==> src/hw/rtl/irpd_pkg.sv <==
// shared types and constants of the pulse-distance frame encoder
`default_nettype none

package irpd_pkg;

    // widths of the payload fields
    localparam int unsigned DUR_W  = 15;
    localparam int unsigned BYTE_W = 8;

    // item position inside a run
    localparam int unsigned STEP_W = 5;

    // fixed space of the ending pair
    localparam logic [DUR_W-1:0] END_SPACE_TICKS = 15'h7FFF;

    // step of the terminator item for each frame kind, and of the header item
    localparam logic [STEP_W-1:0] STEP_DATA_TERM   = 5'd18;
    localparam logic [STEP_W-1:0] STEP_REPEAT_TERM = 5'd2;
    localparam logic [STEP_W-1:0] STEP_HEADER      = 5'd0;

    // request opcodes
    localparam logic OP_DATA   = 1'b0;
    localparam logic OP_REPEAT = 1'b1;

    // configuration register indexes
    localparam int unsigned REG_IDX_W = 3;
    localparam logic [REG_IDX_W-1:0] REG_LEAD_MARK  = 3'd0;
    localparam logic [REG_IDX_W-1:0] REG_LEAD_SPACE = 3'd1;
    localparam logic [REG_IDX_W-1:0] REG_ZERO_MARK  = 3'd2;
    localparam logic [REG_IDX_W-1:0] REG_ZERO_SPACE = 3'd3;
    localparam logic [REG_IDX_W-1:0] REG_ONE_MARK   = 3'd4;
    localparam logic [REG_IDX_W-1:0] REG_ONE_SPACE  = 3'd5;
    localparam logic [REG_IDX_W-1:0] REG_END_MARK   = 3'd6;
    localparam logic [REG_IDX_W-1:0] REG_INVERT     = 3'd7;

    // apb address and data widths
    localparam int unsigned ADDR_W = 5;
    localparam int unsigned DATA_W = 32;

    // one request
    typedef struct packed {
        logic              opcode;
        logic [BYTE_W-1:0] address;
        logic [BYTE_W-1:0] command;
    } req_t;

    // one mark/space item
    typedef struct packed {
        logic             first_level;
        logic [DUR_W-1:0] first_duration;
        logic             second_level;
        logic [DUR_W-1:0] second_duration;
        logic             last;
    } item_t;

    // configuration seen by the sequencer
    typedef struct packed {
        logic [DUR_W-1:0] lead_mark_ticks;
        logic [DUR_W-1:0] lead_space_ticks;
        logic [DUR_W-1:0] zero_mark_ticks;
        logic [DUR_W-1:0] zero_space_ticks;
        logic [DUR_W-1:0] one_mark_ticks;
        logic [DUR_W-1:0] one_space_ticks;
        logic [DUR_W-1:0] end_mark_ticks;
        logic             invert_levels;
    } cfg_t;

endpackage

`default_nettype wire

==> src/hw/rtl/ir_pulse_distance_frame_encoder.sv <==
// top level of the pulse-distance infrared frame encoder
`default_nettype none

// A request (opcode, address, command) is taken on a rising edge with start
// high and busy low. It turns into a run of mark/space items, one per clock:
// a data frame gives 19 items (leading pair, 8 address bits and 8 command
// bits LSB first, ending pair, terminator), a repeat frame gives 3 (repeat
// pair, ending pair, terminator). Each item sits on result for exactly one
// cycle with result_valid high; the terminator carries last. The receiver
// cannot stall, so the run is never held off.
// The first item is built from the taken request and registered on result.
// The item step counter walks one item per cycle; busy drops in the cycle
// the terminator is built, so the next request is taken at the edge that
// registers the terminator into result, and runs follow with no gap.
// Configuration sits behind an APB port, register i at byte address 4*i;
// the user writes it only while idle (not enforced); pready is tied high.
// Reset zeroes the control and config registers and leaves the block idle.

module ir_pulse_distance_frame_encoder
    import irpd_pkg::*;
#(
    parameter int unsigned REPEAT_MARK_TICKS  = 9000,
    parameter int unsigned REPEAT_SPACE_TICKS = 2250
)
(
    input  wire logic              clk,
    input  wire logic              rst_n,
    input  wire logic              start,
    output logic                   busy,
    input  wire req_t              request,
    output logic                   result_valid,
    output item_t                  result,
    input  wire logic              psel,
    input  wire logic              penable,
    input  wire logic              pwrite,
    input  wire logic [ADDR_W-1:0] paddr,
    input  wire logic [DATA_W-1:0] pwdata,
    output logic      [DATA_W-1:0] prdata,
    output logic                   pready
);

    cfg_t                 cfg;
    req_t                 req_reg;
    req_t                 req_next;
    logic [STEP_W-1:0]    step_reg;
    logic [STEP_W-1:0]    step_next;
    logic                 active_reg;
    logic                 active_next;
    item_t                result_reg;
    item_t                result_next;
    logic                 result_valid_reg;
    logic                 result_valid_next;
    logic [STEP_W-1:0]    term_step;
    logic                 is_term;
    logic                 is_end;
    logic [2*BYTE_W-1:0]  bits;
    logic [3:0]           bit_pos;
    logic                 bit_val;
    logic [DUR_W-1:0]     mark_dur;
    logic [DUR_W-1:0]     space_dur;
    logic                 take;

    // configuration registers
    irpd_regs u_regs (
        .clk     (clk),
        .rst_n   (rst_n),
        .psel    (psel),
        .penable (penable),
        .pwrite  (pwrite),
        .paddr   (paddr),
        .pwdata  (pwdata),
        .prdata  (prdata),
        .pready  (pready),
        .cfg     (cfg)
    );

    // step decode
    assign term_step = (req_reg.opcode == OP_REPEAT) ? STEP_REPEAT_TERM : STEP_DATA_TERM;
    assign is_term   = (step_reg == term_step);
    assign is_end    = (step_reg == term_step - STEP_W'(1));
    assign bits      = {req_reg.command, req_reg.address};
    assign bit_pos   = step_reg[3:0] - 4'd1;
    assign bit_val   = bits[bit_pos];

    // handshake
    assign busy = active_reg && !is_term;
    assign take = start && !busy;

    // durations of the current item
    always_comb
    begin
        priority if (is_end)
        begin
            mark_dur  = cfg.end_mark_ticks;
            space_dur = END_SPACE_TICKS;
        end
        else if (step_reg == STEP_HEADER && req_reg.opcode == OP_REPEAT)
        begin
            mark_dur  = DUR_W'(REPEAT_MARK_TICKS);
            space_dur = DUR_W'(REPEAT_SPACE_TICKS);
        end
        else if (step_reg == STEP_HEADER)
        begin
            mark_dur  = cfg.lead_mark_ticks;
            space_dur = cfg.lead_space_ticks;
        end
        else if (bit_val)
        begin
            mark_dur  = cfg.one_mark_ticks;
            space_dur = cfg.one_space_ticks;
        end
        else
        begin
            mark_dur  = cfg.zero_mark_ticks;
            space_dur = cfg.zero_space_ticks;
        end
    end

    // item assembly, terminator is all zero with last set
    always_comb
    begin
        if (is_term)
        begin
            result_next      = '0;
            result_next.last = 1'b1;
        end
        else
        begin
            result_next.first_level     = !cfg.invert_levels;
            result_next.first_duration  = mark_dur;
            result_next.second_level    = cfg.invert_levels;
            result_next.second_duration = space_dur;
            result_next.last            = 1'b0;
        end
        result_valid_next = active_reg;
    end

    // sequencer next state
    always_comb
    begin
        req_next    = req_reg;
        step_next   = step_reg;
        active_next = active_reg;
        if (take)
        begin
            req_next    = request;
            step_next   = STEP_HEADER;
            active_next = 1'b1;
        end
        else if (active_reg)
        begin
            if (is_term)
            begin
                active_next = 1'b0;
            end
            else
            begin
                step_next = step_reg + STEP_W'(1);
            end
        end
    end

    // control registers
    always_ff @(posedge clk or negedge rst_n)
    begin
        if (!rst_n)
        begin
            step_reg         <= '0;
            active_reg       <= 1'b0;
            result_valid_reg <= 1'b0;
        end
        else
        begin
            step_reg         <= step_next;
            active_reg       <= active_next;
            result_valid_reg <= result_valid_next;
        end
    end

    // payload registers
    always_ff @(posedge clk)
    begin
        req_reg    <= req_next;
        result_reg <= result_next;
    end

    assign result_valid = result_valid_reg;
    assign result       = result_reg;

endmodule

`default_nettype wire

==> src/hw/rtl/irpd_regs.sv <==
// apb configuration registers of the pulse-distance frame encoder
`default_nettype none

module irpd_regs
    import irpd_pkg::*;
(
    input  wire logic              clk,
    input  wire logic              rst_n,
    input  wire logic              psel,
    input  wire logic              penable,
    input  wire logic              pwrite,
    input  wire logic [ADDR_W-1:0] paddr,
    input  wire logic [DATA_W-1:0] pwdata,
    output logic      [DATA_W-1:0] prdata,
    output logic                   pready,
    output cfg_t                   cfg
);

    cfg_t                 cfg_reg;
    cfg_t                 cfg_next;
    logic                 wr_en;
    logic [REG_IDX_W-1:0] idx;
    logic [DUR_W-1:0]     wr_dur;

    assign pready = 1'b1;
    assign wr_en  = psel && penable && pwrite;
    assign idx    = paddr[ADDR_W-1:2];
    assign wr_dur = pwdata[DUR_W-1:0];
    assign cfg    = cfg_reg;

    // register write decode
    always_comb
    begin
        cfg_next = cfg_reg;
        if (wr_en)
        begin
            unique case (idx)
                REG_LEAD_MARK:  cfg_next.lead_mark_ticks  = wr_dur;
                REG_LEAD_SPACE: cfg_next.lead_space_ticks = wr_dur;
                REG_ZERO_MARK:  cfg_next.zero_mark_ticks  = wr_dur;
                REG_ZERO_SPACE: cfg_next.zero_space_ticks = wr_dur;
                REG_ONE_MARK:   cfg_next.one_mark_ticks   = wr_dur;
                REG_ONE_SPACE:  cfg_next.one_space_ticks  = wr_dur;
                REG_END_MARK:   cfg_next.end_mark_ticks   = wr_dur;
                REG_INVERT:     cfg_next.invert_levels    = pwdata[0];
            endcase
        end
    end

    // register storage
    always_ff @(posedge clk or negedge rst_n)
    begin
        if (!rst_n)
        begin
            cfg_reg <= '0;
        end
        else
        begin
            cfg_reg <= cfg_next;
        end
    end

    // read mux
    always_comb
    begin
        unique case (idx)
            REG_LEAD_MARK:  prdata = {(DATA_W-DUR_W)'(0), cfg_reg.lead_mark_ticks};
            REG_LEAD_SPACE: prdata = {(DATA_W-DUR_W)'(0), cfg_reg.lead_space_ticks};
            REG_ZERO_MARK:  prdata = {(DATA_W-DUR_W)'(0), cfg_reg.zero_mark_ticks};
            REG_ZERO_SPACE: prdata = {(DATA_W-DUR_W)'(0), cfg_reg.zero_space_ticks};
            REG_ONE_MARK:   prdata = {(DATA_W-DUR_W)'(0), cfg_reg.one_mark_ticks};
            REG_ONE_SPACE:  prdata = {(DATA_W-DUR_W)'(0), cfg_reg.one_space_ticks};
            REG_END_MARK:   prdata = {(DATA_W-DUR_W)'(0), cfg_reg.end_mark_ticks};
            REG_INVERT:     prdata = {(DATA_W-1)'(0), cfg_reg.invert_levels};
        endcase
    end

endmodule

`default_nettype wire

==> config.mk <==
export PLATFORM = sky130hd
export DESIGN_NAME = ir_pulse_distance_frame_encoder
export DESIGN_NICKNAME = d
export VERILOG_FILES = /design/src/hw/rtl/irpd_pkg.sv /design/src/hw/rtl/ir_pulse_distance_frame_encoder.sv /design/src/hw/rtl/irpd_regs.sv
export SDC_FILE = /design/constraint.sdc
export NUM_CORES = 1
export LEC_CHECK = 0
export BUFFER_PORTS_ARGS = -buffer_cell sky130_fd_sc_hd__buf_2
export CAP_MARGIN = 20
export CORE_MARGIN = 10
export CORE_UTILIZATION = 40
export CTS_CLUSTER_DIAMETER = 50
export DETAILED_ROUTE_END_ITERATION = 16
export SETUP_SLACK_MARGIN = 0.15
export SYNTH_ARGS = -nofsm -noshare
export SYNTH_HDL_FRONTEND = slang
export SYNTH_SLANG_ARGS = --single-unit
export TNS_END_PERCENT = 30
==> constraint.sdc <==
create_clock -name clk -period 3.3 [get_ports clk]
set_input_delay 0.165 -clock clk [delete_from_list [all_inputs] [get_ports clk]]
set_output_delay 0.165 -clock clk [all_outputs]
set_load 0.05 [all_outputs]
==> impl_metrics.env <==
export IMPL_status="finished, final reports clean"
export IMPL_area_growth_syn_to_layout_pct=19.6
export IMPL_fin_ws_ps=432
export IMPL_ys_seq_elements=163
export IMPL_antenna_found_initial=0
export IMPL_wl_per_cell_microns=21.6
export IMPL_r2r_setup_slack_ps=430
export IMPL_arrival_ps=3190
export IMPL_cts_tree="yes"
export IMPL_hp_class="in -> reg"
export IMPL_yosysSeqAreaShare=0.500
export IMPL_grt_first_pass_wirelength_mm=35.9
export IMPL_timing_fmax_ghz=0.349
export IMPL_cap_violations=0
export IMPL_dr_pass1_iters=5
export IMPL_required_ps=3620
export IMPL_critPathTopFamily="multiplexers"
export IMPL_netlist_instances=672
export IMPL_finalCriticalPeriod_ps=2870
export IMPL_route_detailed_drc=0
export IMPL_synth_edff_count=17
export IMPL_cts_max_level=4
export IMPL_start_util=0.409
export IMPL_cts_sinks=163
export IMPL_endpoint_kind="flop"
export IMPL_critPathSlowestCell="mux4_2"
export IMPL_largest_register_ffs=106
export IMPL_leakage_nw=4.28
export IMPL_syn_avg_cell_area_sq_um=11.9
export IMPL_fillCellCount=1757
export IMPL_pin_count=128
export IMPL_postCtsSetupBuffers=0
export IMPL_drt_total_wl_mm=23.0
export IMPL_fin_worst_skew_ps=10.6
export IMPL_globalplace_congestion=0.877
export IMPL_yosysUniqueCellTypes=53
export IMPL_via_count=5907
export IMPL_die_area_sq_mm=0.0261
export IMPL_drt_iter0_drc=495
export IMPL_rsz0062_at_grt="no"
export IMPL_gr_usage_met3=0.0422
export IMPL_row_count=51
export IMPL_path_clk_slew_ps=70
export IMPL_dp_worst_setup_slack_ps=475
export IMPL_core_area_sq_mm=0.0196
export IMPL_io_buffers=90
export IMPL_cts_hold_buffers=19
export IMPL_grt_pass1_vias=6218
export IMPL_irDropWorstVdd_v=0.000654
export IMPL_dieWidth_microns=161
export IMPL_pwr_density_cell_mw_per_mm2=966
export IMPL_worst_slew_pin_transition_ps=1090
export IMPL_synthFlopType="dfrtp_1"
export IMPL_tns_ps=0
export IMPL_start_kind="flop"
export IMPL_cts_buffer_depth=2
export IMPL_diodes=0
export IMPL_dp_hpwl_mm=15.9
export IMPL_setup_viol=0
export IMPL_die_y_microns=161
export IMPL_fin_nets=853
export IMPL_drive_above_1_share=0.354
export IMPL_cp_slowest_stage_delay_ps=750
export IMPL_grt_use_total=0.178
export IMPL_clk_latency_ps=430
export IMPL_fin_crit_sh=0.869
export IMPL_grtUsageMet1=0.227
export IMPL_async_reset_ff_frac=0.693
export IMPL_grt_busiest_layer="met2"
export IMPL_met2_usage=0.292
export IMPL_cts_root_buf="clkbuf_16"
export IMPL_final_hold_violation_count=0
export IMPL_numCtsBuffers=17
export IMPL_gr_total_overflow=0
export IMPL_crit_buf_inv=2
export IMPL_grt_start_max_net_pins=86
export IMPL_hold_ws_ps=31.8
export IMPL_cp_max_fo=22
export IMPL_drv_slew=0
export IMPL_slew_headroom=0.268
export IMPL_syn_area_sq_mm=0.00800
export IMPL_viasPerCell=5.54
export IMPL_worst_setup_path_type="reg -> reg"
export IMPL_detail_route_antenna_nets=0
export IMPL_crit_chain="inv_1 > ha_1 > xor2_1 > mux4_2 > mux2i_4 > buf_12 > mux2i_1 > a221oi_1"
export IMPL_cts_resized=0
export IMPL_ys_warnings_count=0
[layout make-up]
class / count / area, sq um / share of cell area
sequential: 163 / 4000 / 0.418
clock buffer: 17 / 425 / 0.0445
multi-input combinational: 454 / 3680 / 0.385
tap: 265 / 332 / 0.0346
clock inverter: 15 / 173 / 0.0180
timing repair buffer: 141 / 916 / 0.0957
inverter: 12 / 45.0 / 0.00471
[kinds of logic after synthesis]
kind of cell | after synthesis | synth area share
muxes | 177 | 0.245
xor gates and xnor gates | 4 | 0.00438
adders and majority gates | 4 | 0.00625
AOI/OAI and AO/OA | 152 | 0.132
other | 2 | 0.000938
and+or+nand+nor | 99 | 0.0607
DFF | 163 | 0.500
buffers and inverters | 71 | 0.0510
[worst min-delay path, cell delays in order]
cell and delay (ps):
buf_2 140, nand2_1 60, o21ai_1 60
[synthesized netlist by cell type (all sizes together) (10+ instances only)]
cell type	number	area, sq um
dfrtp	113	2830
mux2	104	1170
mux2i	69	703
a21oi	46	230
o21ai	42	210
dfxtp	33	661
buf	30	254
nand2	30	113
clkbuf	29	109
nor2	26	97.6
a221oi	22	255
edfxtp	17	510
inv	11	41.3
nand2b	10	62.6
[routing by layer]
layer	vias to the layer above	share of wire
li1	2680	-
met1	2972	0.43
met2	231	0.49
met3	24	0.069
met4	0	0.012
met5	-	0
[power breakdown]
group	total, mW	switching (mW)	internal (mW)	leakage (nW)
combinational	4.30	2.65	1.65	2.14
sequential	2.92	0.345	2.57	1.86
clock	2.02	0.883	1.14	0.277
total	9.24	3.88	5.36	4.28
[cells in the final DEF, fill, tap and decap left out, types with 18 or more instances in the layout]
cell           synthesis  layout
dfrtp_1              113     113
mux2_2                99      99
buf_2                  3      89
mux2i_1               68      68
a21oi_1               46      46
o21ai_0               39      39
dfxtp_1               33      33
buf_4                 18      31
nand2_1               30      30
nor2_1                26      26
dlygate4sd3_1          0      19
conb_1                 2      18
[stage by stage]
step / instance area, sq um / utilization / total power, mW / instances
2_1_floorplan: 8060 / - / 6.33 / 688
3_3_place_gp: 8750 / 0.447 / 7.13 / 1015
3_5_place_dp: 8750 / 0.447 / 7.24 / 1015
4_1_cts: 9540 / 0.487 / 9.29 / 1066
5_1_grt: 9570 / 0.488 / 9.73 / 1067
6_report: 9570 / 0.488 / 9.24 / 1067
[path summary, 6_finish.rpt]
check	end	start	cells after the start
max in group asynchronous	u_regs.cfg[55]$_DFFE_PN0P_	rst_n	4
min in group asynchronous	step_reg[0]$_DFFE_PN0P_	rst_n	2
min	u_regs.cfg[40]$_DFFE_PN0P_	pwdata[9]	3
max	result[13]$_SDFF_PP0_	step_reg[1]$_DFFE_PN0P_	8
min reg2reg	result_valid$_DFF_PN0_	active_reg$_DFF_PN0_	0
max reg2reg	result[13]$_SDFF_PP0_	step_reg[1]$_DFFE_PN0P_	8
Power figures use the tool's default switching activity.
